--- config.mk ---
export PLATFORM = sky130hd
export DESIGN_NAME = pzv_ctrl
export DESIGN_NICKNAME = d
export VERILOG_FILES = /design/src/pzv_pkg.sv /design/src/pzv_ctrl.sv
export SDC_FILE = /design/constraint.sdc
export NUM_CORES = 1
export LEC_CHECK = 0
export ABC_AREA = 1
export BUFFER_PORTS_ARGS = -buffer_cell sky130_fd_sc_hd__buf_2
export CORE_AREA = 2 2 39 41
export CTS_CLUSTER_DIAMETER = 40
export CTS_CLUSTER_SIZE = 24
export DETAILED_ROUTE_END_ITERATION = 12
export DIE_AREA = 0 0 41 43
export GPL_ROUTABILITY_DRIVEN = 1
export HOLD_SLACK_MARGIN = 0.12
export PLACE_DENSITY = 0.71
export REMOVE_ABC_BUFFERS = 1
export SYNTH_ARGS = -nofsm -noshare
export SYNTH_HDL_FRONTEND = slang
export SYNTH_SLANG_ARGS = --single-unit
--- constraint.sdc ---
create_clock -name clk -period 1.5 [get_ports clk]
set_clock_uncertainty 0.05 [all_clocks]
set_input_delay 0.225 -clock clk [delete_from_list [all_inputs] [get_ports clk]]
set_output_delay 0.225 -clock clk [all_outputs]
set_load 0.02 [all_outputs]
--- src/pzv_pkg.sv ---
`default_nettype none
package pzv_pkg;

	// default geometry of the fixed point formats
	localparam int SIZE_BITS_DEF = 14;
	localparam int POS_FRAC_DEF = 8;
	localparam int SCALE_FRAC_DEF = 16;

	// fixed field widths
	localparam int KIND_W = 3;
	localparam int FACTOR_W = 24;
	localparam int FACTOR_FRAC = 16;
	localparam int OUT_W = 168;

	// operation selector carried in tuser
	typedef enum logic [KIND_W-1:0] {
		KIND_FIT = 3'd0,
		KIND_ACTUAL = 3'd1,
		KIND_RESIZE = 3'd2,
		KIND_ZOOM = 3'd3,
		KIND_PAN = 3'd4,
		KIND_MAP = 3'd5
	} kind_t;

	// sequence the controller runs for one operation
	typedef enum logic [2:0] {
		PATH_DIRECT,
		PATH_FIT,
		PATH_CLAMP,
		PATH_RESIZE,
		PATH_ZOOM,
		PATH_MAP
	} path_t;

	// datapath step
	typedef enum logic [3:0] {
		OP_NONE,
		OP_PREP,
		OP_DIV_GO,
		OP_DIV_TAKE,
		OP_FIT_MIN,
		OP_REQ_MUL,
		OP_ZOOM_NS,
		OP_SRC_MUL,
		OP_CAND,
		OP_EXT_MUL,
		OP_CLAMP,
		OP_MAP_MUL,
		OP_MAP,
		OP_COMMIT
	} op_t;

	// controller states
	typedef enum logic [3:0] {
		ST_IDLE,
		ST_PREP,
		ST_DIV_GO,
		ST_DIV_WAIT,
		ST_FIT_MIN,
		ST_REQ_MUL,
		ST_ZOOM_NS,
		ST_SRC_MUL,
		ST_CAND,
		ST_EXT_MUL,
		ST_CLAMP,
		ST_MAP_MUL,
		ST_MAP,
		ST_COMMIT
	} state_t;

	typedef struct packed {
		op_t op;
		logic axis;
		logic load;
	} cmd_t;

	typedef struct packed {
		path_t path;
		logic div_done;
	} status_t;

	// input tdata width for a given size width, whole bytes
	function automatic int in_width(input int sb);
		return ((4 * sb + 159) >> 3) << 3;
	endfunction

endpackage
`default_nettype wire

--- src/pzv_ctrl.sv ---
`default_nettype none
module pzv_ctrl (
	input wire logic clk,
	input wire logic arst_n,
	input wire logic s_tvalid,
	output logic s_tready,
	output logic m_tvalid,
	input wire logic m_tready,
	input wire pzv_pkg::status_t status,
	output pzv_pkg::cmd_t cmd
);

	pzv_pkg::state_t state_q, state_n;
	logic axis_q, axis_n;
	logic m_valid_q;
	logic out_free;

	assign out_free = !m_valid_q || m_tready;

	// next state
	always_comb begin
		state_n = state_q;
		axis_n = axis_q;
		unique case (state_q)
			pzv_pkg::ST_IDLE: begin
				axis_n = 1'b0;
				if (s_tvalid) state_n = pzv_pkg::ST_PREP;
			end
			pzv_pkg::ST_PREP: begin
				unique case (status.path)
					pzv_pkg::PATH_FIT: state_n = pzv_pkg::ST_DIV_GO;
					pzv_pkg::PATH_CLAMP: state_n = pzv_pkg::ST_EXT_MUL;
					pzv_pkg::PATH_RESIZE: state_n = pzv_pkg::ST_DIV_GO;
					pzv_pkg::PATH_ZOOM: state_n = pzv_pkg::ST_REQ_MUL;
					pzv_pkg::PATH_MAP: state_n = pzv_pkg::ST_MAP_MUL;
					default: state_n = pzv_pkg::ST_COMMIT;
				endcase
			end
			pzv_pkg::ST_DIV_GO: state_n = pzv_pkg::ST_DIV_WAIT;
			pzv_pkg::ST_DIV_WAIT: begin
				if (status.div_done) begin
					if (status.path == pzv_pkg::PATH_FIT) begin
						if (axis_q) begin
							state_n = pzv_pkg::ST_FIT_MIN;
							axis_n = 1'b0;
						end else begin
							state_n = pzv_pkg::ST_DIV_GO;
							axis_n = 1'b1;
						end
					end else begin
						state_n = pzv_pkg::ST_SRC_MUL;
					end
				end
			end
			pzv_pkg::ST_FIT_MIN: state_n = pzv_pkg::ST_EXT_MUL;
			pzv_pkg::ST_REQ_MUL: state_n = pzv_pkg::ST_ZOOM_NS;
			pzv_pkg::ST_ZOOM_NS: state_n = pzv_pkg::ST_DIV_GO;
			pzv_pkg::ST_SRC_MUL: state_n = pzv_pkg::ST_CAND;
			pzv_pkg::ST_CAND: begin
				if (axis_q) begin
					state_n = pzv_pkg::ST_EXT_MUL;
					axis_n = 1'b0;
				end else begin
					state_n = pzv_pkg::ST_DIV_GO;
					axis_n = 1'b1;
				end
			end
			pzv_pkg::ST_EXT_MUL: state_n = pzv_pkg::ST_CLAMP;
			pzv_pkg::ST_CLAMP: begin
				if (axis_q) begin
					state_n = pzv_pkg::ST_COMMIT;
				end else begin
					state_n = pzv_pkg::ST_EXT_MUL;
					axis_n = 1'b1;
				end
			end
			pzv_pkg::ST_MAP_MUL: state_n = pzv_pkg::ST_MAP;
			pzv_pkg::ST_MAP: begin
				if (axis_q) begin
					state_n = pzv_pkg::ST_COMMIT;
				end else begin
					state_n = pzv_pkg::ST_MAP_MUL;
					axis_n = 1'b1;
				end
			end
			pzv_pkg::ST_COMMIT: begin
				if (out_free) state_n = pzv_pkg::ST_IDLE;
			end
			default: state_n = pzv_pkg::ST_IDLE;
		endcase
	end

	// commands to the datapath
	always_comb begin
		cmd.axis = axis_q;
		cmd.load = (state_q == pzv_pkg::ST_IDLE) && s_tvalid;
		unique case (state_q)
			pzv_pkg::ST_PREP: cmd.op = pzv_pkg::OP_PREP;
			pzv_pkg::ST_DIV_GO: cmd.op = pzv_pkg::OP_DIV_GO;
			pzv_pkg::ST_DIV_WAIT:
				cmd.op = status.div_done ? pzv_pkg::OP_DIV_TAKE : pzv_pkg::OP_NONE;
			pzv_pkg::ST_FIT_MIN: cmd.op = pzv_pkg::OP_FIT_MIN;
			pzv_pkg::ST_REQ_MUL: cmd.op = pzv_pkg::OP_REQ_MUL;
			pzv_pkg::ST_ZOOM_NS: cmd.op = pzv_pkg::OP_ZOOM_NS;
			pzv_pkg::ST_SRC_MUL: cmd.op = pzv_pkg::OP_SRC_MUL;
			pzv_pkg::ST_CAND: cmd.op = pzv_pkg::OP_CAND;
			pzv_pkg::ST_EXT_MUL: cmd.op = pzv_pkg::OP_EXT_MUL;
			pzv_pkg::ST_CLAMP: cmd.op = pzv_pkg::OP_CLAMP;
			pzv_pkg::ST_MAP_MUL: cmd.op = pzv_pkg::OP_MAP_MUL;
			pzv_pkg::ST_MAP: cmd.op = pzv_pkg::OP_MAP;
			pzv_pkg::ST_COMMIT: cmd.op = out_free ? pzv_pkg::OP_COMMIT : pzv_pkg::OP_NONE;
			default: cmd.op = pzv_pkg::OP_NONE;
		endcase
	end

	// state and output valid
	always_ff @(posedge clk or negedge arst_n) begin
		if (!arst_n) begin
			state_q <= pzv_pkg::ST_IDLE;
			axis_q <= 1'b0;
			m_valid_q <= 1'b0;
		end else begin
			state_q <= state_n;
			axis_q <= axis_n;
			if (state_q == pzv_pkg::ST_COMMIT && out_free) m_valid_q <= 1'b1;
			else if (m_tready) m_valid_q <= 1'b0;
		end
	end

	assign s_tready = state_q == pzv_pkg::ST_IDLE;
	assign m_tvalid = m_valid_q;

endmodule
`default_nettype wire

==> results of run 1 <==
-- flip-flops by register name (all words and copies together) (netlist names) --
register	cells
axis_q	1
m_tvalid	1
state_q	4
-- area by class of cell --
type	instances	area (sq um)
fillers	127	499.2
multi-input cells	84	454.2
repair buffers	21	156.4
flip-flops and latches	6	155.1
inverters	19	76.32
clock buffers	3	22.52
well taps	16	20.02
-- placed cells by master (no fill, tap or decap) --
cell            n
inv_6           1
o31ai_1         1
a31oi_2         1
o21ai_1         1
nand4_1         2
inv_2           6
buf_6           5
a21oi_1         1
dlygate4sd3_1   1
nand2_2         3
nor2_4          6
nand2_1        37
nand3_1         6
inv_1          12
a22oi_1         1
dfrtp_1         2
nand2_4         2
clkbuf_4        3
nor2_1         12
dfrtp_2         4
buf_2           9
nor3_2          2
nand3b_1        1
o31ai_2         1
nor2_2          5
o21ai_0         2
buf_4           6
-- where the power goes --
group / leakage (uW) / switching, uW / total, uW / internal (uW)
combinational: 0.000409 / 872 / 1480 / 611
clock: 0.0000138 / 68.2 / 159 / 91.2
sequential: 0.0000716 / 161 / 405 / 245
total: 0.000494 / 1100 / 2050 / 947
-- logic make-up (layout without fill, tap and decap cells) --
| group | count (synthesis) | count (layout) | share of synthesized area |
|---|---|---|---|
| simple gates | 76 | 76 | 0.5442 |
| compound gates | 8 | 8 | 0.08007 |
| buf+inv | 20 | 43 | 0.1294 |
| flops | 6 | 6 | 0.2464 |
-- metrics by stage --
step	power, uW	setup slack (ns)	setup TNS, ns	cells
2_1_floorplan	1159	0.1170	0	109
3_3_place_gp	1431	0.08074	0	140
3_5_place_dp	1445	0.07672	0	140
4_1_cts	1819	-0.06076	-0.2106	146
5_1_grt	2228	-0.1929	-0.7163	149
6_report	2047	-0.1638	-0.4484	149
-- how the worst max path moves through the flow --
stage                        end  slack, ns  cells after the start
after global routing      cmd[2]      -0.19                      4
final                     cmd[2]      -0.16                      5
after floorplan           cmd[0]       0.12                      3
after CTS                 cmd[5]      -0.06                      5
after detailed placement  cmd[0]       0.08                      4
after global placement    cmd[0]       0.08                      4
-- cell usage after synthesis --
cell	number	area share
nor2_2	5	0.051
o31ai_1	2	0.025
o21ai_1	1	0.0082
dfrtp_1	6	0.25
buf_4	1	0.012
inv_2	7	0.043
nand2_1	41	0.25
a31oi_1	1	0.010
inv_1	12	0.074
a22oi_1	1	0.012
o21ai_0	2	0.016
nand4_1	2	0.021
nand3b_1	1	0.012
a21oi_1	1	0.0082
nor2_1	17	0.10
nor2_4	1	0.018
nand3_1	6	0.049
nand2_2	1	0.010
nor3_2	1	0.016
nor3_1	1	0.0082
-- timing repair --
| action | 4_1_cts | 5_1_grt |
|---|---|---|
| hold buffers | 1 | 0 |
| buffers inserted | 2 | 3 |
| pin swaps | 4 | 4 |
| hold endpoints to repair | 6 | 0 |
| resized for setup | 17 | 19 |
| setup endpoints to repair | 6 | 7 |
-- routing by layer --
layer	vias to the layer above	GRT usage
met5	-	0
met4	0	0.1133
met3	5	0.01571
met2	30	0.3344
met1	341	0.3026
li1	387	-
-- critical path: cells and delay by family (launching register included) --
family / cells / cell delay [ns]
flops: 1 / 0.45
buf+inv: 2 / 0.28
compound gates: 1 / 0.15
simple gates: 2 / 0.26
==> impl_metrics.sql, run 1 <==
INSERT INTO impl_metrics (metric_group, metric, value, unit) VALUES
('route', 'drt_first_iter_violations', '33', ''),
('floorplanning', 'io_pins', '16', ''),
('floorplanning', 'placementRows', '14', ''),
('worst_setup_path', 'reg2reg_from', 'state_q[3]$_DFFE_PN0P_', ''),
('cells_and_area', 'finish.instance_area', '884.6', 'sq um'),
('route', 'drt-total-wl', '1776', 'um'),
('global_route', 'grt_antenna_before_repair', '0', ''),
('timing', 'grt_setup_unrepaired', 'true', ''),
('timing', 'max_clock_freq', '601.0', 'MHz'),
('floorplanning', 'design.die.area', '0.001763', 'sq mm'),
('job', 'timing.max_cap.violations', '0', ''),
('global_route', 'grt_max_degree', '8', ''),
('timing', 'worst_slack', '-0.1638', 'ns'),
('worst_setup_path', 'critical_path_cell_by_cell', 'buf_4, nor2_4, o21ai_0, nand2_1, buf_6', ''),
('floorplanning', 'fp.coreArea', '0.001384', 'sq mm'),
('power_and_ir_drop', 'peakVddDrop', '0.001032', 'V'),
('cells_and_area', 'design.final.nets', '143', ''),
('worst_setup_path', 'endpoint_kind', 'primary output', ''),
('route', 'met3_length', '81', 'um'),
('clock_network', 'clkTransAtPathRegs', '0.05', 'ns'),
('global_route', 'grt_remaining_overflow', '0', ''),
('worst_setup_path', 'critical_path.slowest_cell', 'dfrtp_2', ''),
('timing', 'final_hold_viol_count', '0', ''),
('cells_and_area', 'finalCoreUtilization', '0.6392', ''),
('route', 'dr.max_layer_used', 'met4', ''),
('route', 'detail_route.vias_per_cell', '5.121', ''),
('timing', 'worst_pin_slew', '0.2660', 'ns'),
('route', 'route.detailed.wl_per_inst', '11.92', 'um'),
('logic_synthesis', 'synth-warning-count', '0', ''),
('floorplanning', 'floorplan.die.height', '43', 'um'),
('placed_design', 'detailed_place.area', '696.9', 'sq um'),
('cells_and_area', 'final_layout_size_suffix_gt1_frac', '0.4060', ''),
('timing', 'hold_ws', '0.2048', 'ns'),
('floorplanning', 'floorplan.initialDensity', '0.4403', ''),
('floorplanning', 'chipWidth', '41', 'um'),
('worst_setup_path', 'worst-r2r-setup-slack', '0.05', 'ns'),
('outcome', 'outcome', 'finished with violations', ''),
('worst_setup_path', 'worstSetupPathType', 'flip-flop to primary output', ''),
('timing', 'timing.slew.headroom', '0.8208', ''),
('clock_network', 'cts-htree-levels', '1', ''),
('worst_hold_path', 'worstHoldPathType', 'input pin to flip-flop', ''),
('worst_setup_path', 'crit_required', '1.22', 'ns'),
('worst_setup_path', 'r2r-end', 'state_q[0]$_DFFE_PN0P_', ''),
('timing', 'min_period_over_period', '1.109', ''),
('power_and_ir_drop', 'leakagePower', '0.0004941', 'uW'),
('logic_synthesis', 'summed_instance_area_of_the_synthesized_netlist', '609.3', 'sq um'),
('worst_hold_path', 'hold_path_startpoint', 'status[1]', ''),
('outcome', 'violations', 'setup timing', ''),
('cells_and_area', 'num_antenna_cells', '0', ''),
('clock_network', 'cts_root_buf', 'clkbuf_4', ''),
('worst_setup_path', 'r2r.worst_path.cells', '9', ''),
('route', 'drt_drc', '0', ''),
('worst_hold_path', 'hold_worst_path_end', 'state_q[3]$_DFFE_PN0P_', ''),
('logic_synthesis', 'synth_area_per_cell', '5.539', 'sq um'),
('global_route', 'first_global_vias', '610', ''),
('clock_network', 'cts_made_buffers', '3', ''),
('worst_setup_path', 'cp-start-kind', 'flip-flop', ''),
('timing', 'setup_viol', '4', ''),
('logic_synthesis', 'postSynthCellCount', '110', ''),
('worst_setup_path', 'cp_slowest_stage_delay', '0.45', 'ns'),
('logic_synthesis', 'ys_seq_area_frac', '0.2464', ''),
('placed_design', 'gp_congestion', '0.8823', ''),
('worst_setup_path', 'timing.critical_path.from', 'state_q[1]$_DFFE_PN0P_', ''),
('route', 'detailed_routing_wirelength_on_met1', '741', 'um'),
('logic_synthesis', 'yosysUniqueCellTypes', '20', ''),
('logic_synthesis', 'synth-seq-cells', '6', ''),
('placed_design', 'place.port_buffers', '15', ''),
('timing', 'final_critical_delay_including_setup_and_external_delays', '1.664', 'ns'),
('timing', 'maxSlewViolCount', '0', ''),
('cells_and_area', 'layout-area-overhead-vs-synth', '45.17', '%'),
('route', 'dr.pass1.iters', '4', '');
No activity file was read; power rests on OpenSTA's default activity.
==> run 2, diff against run 1 <==
- BUFFER_PORTS_ARGS: -buffer_cell sky130_fd_sc_hd__buf_2 -> -buffer_cell sky130_fd_sc_hd__buf_4
==> run 2 against run 1 <==
Compared with the run above:
- the flow still finishes with violations (setup timing)
- combinational power barely moved
- maximum frequency rose by 4.8%
- clock-buffer cell count did not move
- critical endpoint is now cmd[3]
- largest cell class unchanged
==> impl_metrics.sql, run 2 (synthesized netlist as in run 1, its figures left out) <==
INSERT INTO impl_metrics (metric_group, metric, value, unit) VALUES
('global_route', 'grt_first_pass_wirelength', '2622', 'um'),
('placed_design', 'dp.cells', '141', ''),
('job', 'timing.max_cap.violations', '0', ''),
('clock_network', 'tritoncts', 'done', ''),
('placed_design', 'detailed_place.area', '742.0', 'sq um'),
('route', 'drt-total-wl', '1766', 'um'),
('worst_setup_path', 'crit_required', '1.22', 'ns'),
('timing', 'final_hold_viol_count', '0', ''),
('power_and_ir_drop', 'pwr_density_cell', '2261', 'mW/mm^2'),
('floorplanning', 'chipWidth', '41', 'um'),
('timing', 'worst_slack', '-0.08811', 'ns'),
('global_route', 'grt_antenna_before_repair', '0', ''),
('clock_network', 'cts_made_buffers', '3', ''),
('global_route', 'grt.total_usage', '0.2235', ''),
('cells_and_area', 'instances_no_fill', '151', ''),
('cells_and_area', 'finish.instance_area', '908.4', 'sq um'),
('floorplanning', 'floorplan.initialDensity', '0.4403', ''),
('worst_hold_path', 'worstHoldPathType', 'input pin to flip-flop', ''),
('route', 'dr.pass1.iters', '4', ''),
('global_route', 'first_global_vias', '621', ''),
('outcome', 'outcome', 'finished with violations', ''),
('power_and_ir_drop', 'total_power', '2053', 'uW'),
('worst_setup_path', 'r2r-end', 'axis_q$_DFFE_PN0P_', ''),
('worst_setup_path', 'timing.critical_path.to', 'cmd[3]', ''),
('clock_network', 'clkTransAtPathRegs', '0.05', 'ns'),
('timing', 'setup_viol', '6', ''),
('global_route', 'grt_max_degree', '8', ''),
('worst_setup_path', 'worst-r2r-setup-slack', '0.03', 'ns'),
('timing', 'grt_setup_unrepaired', 'true', ''),
('clock_network', 'clk-insertion-delay-late', '0.26', 'ns'),
('route', 'drt_first_iter_violations', '15', ''),
('floorplanning', 'floorplan.die.height', '43', 'um'),
('floorplanning', 'fp.coreArea', '0.001384', 'sq mm'),
('worst_setup_path', 'reg2reg_from', 'state_q[3]$_DFFE_PN0P_', ''),
('clock_network', 'max-clock-path-buffers', '2', ''),
('power_and_ir_drop', 'peakVddDrop', '0.001007', 'V'),
('route', 'detail_route.vias_per_cell', '5.040', ''),
('route', 'vias', '761', ''),
('floorplanning', 'placementRows', '14', ''),
('worst_setup_path', 'critical_path_cell_by_cell', 'o31ai_2, nand3b_1, buf_4', ''),
('worst_setup_path', 'critical_path.slowest_cell', 'dfrtp_2', ''),
('clock_network', 'cts_root_buf', 'clkbuf_4', ''),
('cells_and_area', 'registers.top_by_ff_count', 'state_q', ''),
('cells_and_area', 'commonest_non_fill_non_tap_cells_in_the_layout', 'nand2_1, buf_4, nor2_1', ''),
('route', 'antenna_left', '0', ''),
('timing', 'final.setup.tns', '-0.3369', 'ns'),
('cells_and_area', 'num_antenna_cells', '0', ''),
('timing', 'timing.slew.headroom', '0.8278', ''),
('cells_and_area', 'final_layout_size_suffix_gt1_frac', '0.4000', ''),
('timing', 'min_period_over_period', '1.059', ''),
('clock_network', 'cts-htree-levels', '1', ''),
('global_route', 'grt_remaining_overflow', '0', ''),
('worst_hold_path', 'hold-path-cell-count', '3', ''),
('route', 'route.detailed.wl_per_inst', '11.70', 'um'),
('worst_setup_path', 'endpoint_kind', 'primary output', ''),
('worst_setup_path', 'r2r.worst_path.cells', '10', ''),
('worst_setup_path', 'cp-start-kind', 'flip-flop', ''),
('placed_design', 'gp_congestion', '0.8613', ''),
('timing', 'worst_pin_slew', '0.2563', 'ns'),
('worst_setup_path', 'timing.critical_path.from', 'state_q[2]$_DFFE_PN0P_', ''),
('timing', 'hold_ws', '0.1821', 'ns'),
('cells_and_area', 'design.final.nets', '145', ''),
('placed_design', 'place.port_buffers', '15', ''),
('timing', 'final_critical_delay_including_setup_and_external_delays', '1.588', 'ns'),
('route', 'drt_drc', '0', ''),
('power_and_ir_drop', 'leakagePower', '0.0005080', 'uW'),
('floorplanning', 'io_pins', '16', ''),
('worst_setup_path', 'worst_ep_arrival_time', '1.31', 'ns'),
('worst_setup_path', 'cp_slowest_stage_delay', '0.48', 'ns'),
('timing', 'maxSlewViolCount', '0', ''),
('worst_setup_path', 'critPathMaxFanout', '6', ''),
('outcome', 'violations', 'setup timing', ''),
('worst_setup_path', 'worstSetupPathType', 'flip-flop to primary output', ''),
('placed_design', 'place.detailed.hpwl', '1233', 'um'),
('cells_and_area', 'most_common_cell_after_layout_fill_and_taps_aside', 'nand2_1', ''),
('cells_and_area', 'layout-area-overhead-vs-synth', '49.08', '%'),
('clock_network', 'numClockSinks', '6', ''),
('floorplanning', 'design.die.area', '0.001763', 'sq mm'),
('timing', 'max_clock_freq', '629.7', 'MHz'),
('cells_and_area', 'largest_register_ff_count', '4', '');
run 2: how the worst min path moves through the flow:
stage / endpoint / from / slack, ns
after floorplan: axis_q$_DFFE_PN0P_ / arst_n / -0.12
after global placement: state_q[0]$_DFFE_PN0P_ / arst_n / -0.02
after detailed placement: m_tvalid$_DFFE_PN0P_ / arst_n / -0.01
after CTS: state_q[3]$_DFFE_PN0P_ / status[1] / 0.18
after global routing: state_q[3]$_DFFE_PN0P_ / status[1] / 0.21
final: state_q[3]$_DFFE_PN0P_ / status[1] / 0.18
run 2: cell type report:
type / count / area, sq um
clock buffers: 3 / 22.52
repair buffers: 23 / 193.9
well taps: 16 / 20.02
flip-flops and latches: 6 / 155.1
multi-input cells: 84 / 442.9
inverters: 19 / 73.82
fillers: 121 / 475.5
run 2: worst max-delay path, delay by kind of cell (launching register included):
| kind | cells | cell delay [ns] |
|---|---|---|
| compound gates | 1 | 0.31 |
| buf+inv | 1 | 0.16 |
| flops | 1 | 0.48 |
| simple gates | 1 | 0.10 |
run 2: layer usage:
| metal | track usage | up-vias | wire, um |
|---|---|---|---|
| li1 | - | 390 | - |
| met1 | 0.2895 | 342 | 736 |
| met2 | 0.3594 | 27 | 916 |
| met3 | 0.01571 | 2 | 85 |
| met4 | 0.1000 | 0 | 28 |
| met5 | 0 | - | 0 |
run 2: repair_timing:
item | 4_1_cts | 5_1_grt
setup buffers | 3 | 3
resized for setup | 18 | 8
setup endpoints to repair | 6 | 7
hold buffers | 1 | 0
pin swaps | 4 | 4
endpoints found under the hold margin | 6 | 0
run 2: stage by stage:
step / utilization / setup WS, ns
after global routing: 0.6564 / -0.1486
after CTS: 0.6193 / -0.05067
after global placement: 0.5362 / 0.1178
final: 0.6564 / -0.08811
after detailed placement: 0.5362 / 0.1014
after floorplan: - / 0.1170
run 2: power by group:
part           internal, uW  total, uW  switching (uW)
Sequential              245        393             148
Combinational           638       1500             866
Clock                  91.0        157            65.6
Total                   974       2050            1080
==> run 3, diff against run 2 <==
- BUFFER_PORTS_ARGS: -buffer_cell sky130_fd_sc_hd__buf_4 -> default
- DONT_BUFFER_PORTS: default -> 1
- PLACE_DENSITY: 0.71 -> default
==> run 3 against run 2 <==
Compared with the run above:
- the run still ends with setup timing left
- clock-buffer cell count did not move
- flip-flop and latch count did not move
- non-clock buffer count fell by 6
- critical path type unchanged
- utilization fell by 0.18 points
- critical endpoint unchanged
- power rose by 0.60%
==> impl_metrics.sql, run 3 (synthesized netlist as in run 1, its figures left out) <==
INSERT INTO impl_metrics (metric_group, metric, value, unit) VALUES
('worst_setup_path', 'worst_ep_arrival_time', '1.32', 'ns'),
('route', 'vias', '772', ''),
('route', 'detail_route.vias_per_cell', '5.324', ''),
('floorplanning', 'fp.coreArea', '0.001384', 'sq mm'),
('global_route', 'grt_antenna_before_repair', '0', ''),
('timing', 'min_period_over_period', '1.061', ''),
('outcome', 'violations', 'setup timing', ''),
('global_route', 'grt.total_usage', '0.2366', ''),
('worst_setup_path', 'critical_path_buf_inv_count', '1', ''),
('route', 'drt_first_iter_violations', '12', ''),
('route', 'route.detailed.wl_per_inst', '12.70', 'um'),
('clock_network', 'cts-htree-levels', '1', ''),
('placed_design', 'place.port_buffers', '0', ''),
('worst_setup_path', 'cp_slowest_stage_delay', '0.48', 'ns'),
('worst_setup_path', 'worst-r2r-setup-slack', '0.07', 'ns'),
('power_and_ir_drop', 'pwr_density_cell', '2281', 'mW/mm^2'),
('cells_and_area', 'most_common_cell_after_layout_fill_and_taps_aside', 'nand2_1', ''),
('cells_and_area', 'finalCoreUtilization', '0.6546', ''),
('worst_setup_path', 'worstSetupPathType', 'flip-flop to primary output', ''),
('clock_network', 'clkTransAtPathRegs', '0.04', 'ns'),
('timing', 'setup_viol', '4', ''),
('cells_and_area', 'layout-area-overhead-vs-synth', '48.67', '%'),
('cells_and_area', 'final-seq-area', '153.9', 'sq um'),
('worst_setup_path', 'cell_family_with_most_cp_delay', 'flip-flops', ''),
('worst_setup_path', 'critPathMaxFanout', '7', ''),
('placed_design', 'dpl_worst_slack', '0.03189', 'ns'),
('floorplanning', 'placementRows', '14', ''),
('cells_and_area', 'largest_register_ff_count', '4', ''),
('worst_setup_path', 'critical_path_cell_by_cell', 'nand2_4, inv_6, nor2_4, o31ai_2, nand3b_1', ''),
('worst_setup_path', 'critical_path.slowest_cell', 'dfrtp_2', ''),
('cells_and_area', 'design.final.nets', '139', ''),
('clock_network', 'cts_made_buffers', '3', ''),
('timing', 'timing.slew.headroom', '0.8140', ''),
('cells_and_area', 'final_layout_size_suffix_gt1_frac', '0.3876', ''),
('outcome', 'outcome', 'finished with violations', ''),
('worst_setup_path', 'r2r.worst_path.cells', '8', ''),
('power_and_ir_drop', 'peakVddDrop', '0.001196', 'V'),
('route', 'antenna_left', '0', ''),
('cells_and_area', 'nFillCells', '135', ''),
('cells_and_area', 'num_antenna_cells', '0', ''),
('route', 'drt-total-wl', '1841', 'um'),
('clock_network', 'max-clock-path-buffers', '2', ''),
('placed_design', 'place.detailed.hpwl', '1218', 'um'),
('floorplanning', 'floorplan.initialDensity', '0.4403', ''),
('global_route', 'first_global_vias', '699', ''),
('timing', 'final_critical_delay_including_setup_and_external_delays', '1.592', 'ns'),
('cells_and_area', 'registers.top_by_ff_count', 'state_q', ''),
('route', 'drt_drc', '0', ''),
('timing', 'worst_pin_slew', '0.2780', 'ns'),
('worst_setup_path', 'critical_path_cell_count', '5', ''),
('timing', 'final.setup.tns', '-0.1910', 'ns'),
('route', 'dr.pass1.iters', '4', ''),
('clock_network', 'cts_root_buf', 'clkbuf_4', ''),
('clock_network', 'clk-insertion-delay-late', '0.25', 'ns'),
('timing', 'final_hold_viol_count', '0', ''),
('clock_network', 'tritoncts', 'done', ''),
('cells_and_area', 'multiInputGateArea', '483.0', 'sq um'),
('floorplanning', 'design.die.area', '0.001763', 'sq mm'),
('worst_setup_path', 'cp-start-kind', 'flip-flop', ''),
('power_and_ir_drop', 'leakagePower', '0.0004811', 'uW'),
('cells_and_area', 'commonest_non_fill_non_tap_cells_in_the_layout', 'nand2_1, inv_1, nor2_1', ''),
('placed_design', 'gp_congestion', '0.8064', ''),
('worst_hold_path', 'worstHoldPathType', 'input pin to flip-flop', ''),
('timing', 'maxSlewViolCount', '0', ''),
('global_route', 'grt_first_pass_wirelength', '2773', 'um'),
('timing', 'grt_setup_unrepaired', 'true', ''),
('floorplanning', 'io_pins', '16', ''),
('worst_setup_path', 'endpoint_kind', 'primary output', ''),
('timing', 'max_clock_freq', '628.2', 'MHz'),
('clock_network', 'numClockSinks', '6', ''),
('global_route', 'grt_max_degree', '8', ''),
('job', 'timing.max_cap.violations', '0', ''),
('timing', 'hold_ws', '0.1908', 'ns'),
('timing', 'worst_slack', '-0.09188', 'ns'),
('floorplanning', 'chipWidth', '41', 'um'),
('global_route', 'grt_remaining_overflow', '0', ''),
('floorplanning', 'floorplan.die.height', '43', 'um'),
('power_and_ir_drop', 'total_power', '2066', 'uW'),
('worst_hold_path', 'hold-path-cell-count', '3', ''),
('worst_setup_path', 'crit_required', '1.22', 'ns');
## run 3: changes by cell type in the layout (fill, tap and decap cells not counted), moves of 3 or more
cell,previous run,this run
buf_4,17,11
nand2_1,38,33
buf_6,5,2
dlygate4sd3_1,1,4
nand2_2,2,5
## run 3: repair_timing
item / 4_1_cts / 5_1_grt
cloned: 0 / 0
setup endpoints to repair: 6 / 9
buffers inserted: 1 / 6
pin swaps: 3 / 5
endpoints found under the hold margin: 8 / 0
hold buffers: 4 / 0
resized for setup: 19 / 17
## run 3: power by group
| group | switching (uW) | leakage, uW | internal (uW) |
|---|---|---|---|
| Sequential | 135 | 0.0000727 | 242 |
| Clock | 63.4 | 0.0000138 | 90.9 |
| Combinational | 935 | 0.000395 | 599 |
## run 3: worst paths after layout
kind | from | endpoint
setup / recovery | state_q[3]$_DFFE_PN0P_ | cmd[3]
hold / removal | status[3] | state_q[3]$_DFFE_PN0P_
setup reg to reg | state_q[0]$_DFFE_PN0P_ | state_q[1]$_DFFE_PN0P_
hold reg to reg | m_tvalid$_DFFE_PN0P_ | m_tvalid$_DFFE_PN0P_
max in group asynchronous | arst_n | state_q[3]$_DFFE_PN0P_
min in group asynchronous | arst_n | axis_q$_DFFE_PN0P_
## run 3: final cells by class
cell class	count	share of cell area
Multi-Input combinational cell	84	0.5331
Sequential cell	6	0.1699
Timing Repair Buffer	17	0.1602
Inverter	19	0.08978
Clock buffer	3	0.02486
Tap cell	16	0.02210
## run 3: tightest hold or removal path, stage by stage
cell and delay (ns):
inv_1 0.07, o31ai_1 0.08, nand4_1 0.07
## run 3: per-layer routing
layer  track usage  vias up  share of wire
met3       0.04712        2          0.052
met1        0.2796      366           0.40
met5             0        -              0
met4       0.08000        0         0.0087
met2        0.4000       24           0.54
li1              -      380              -
## run 3: per-stage QoR
step                      cells  cell area [sq um]
after global routing        145              905.9
after CTS                   139              798.3
after detailed placement    131              666.9
after floorplan             109              601.8
after global placement      131              666.9
final                       145              905.9
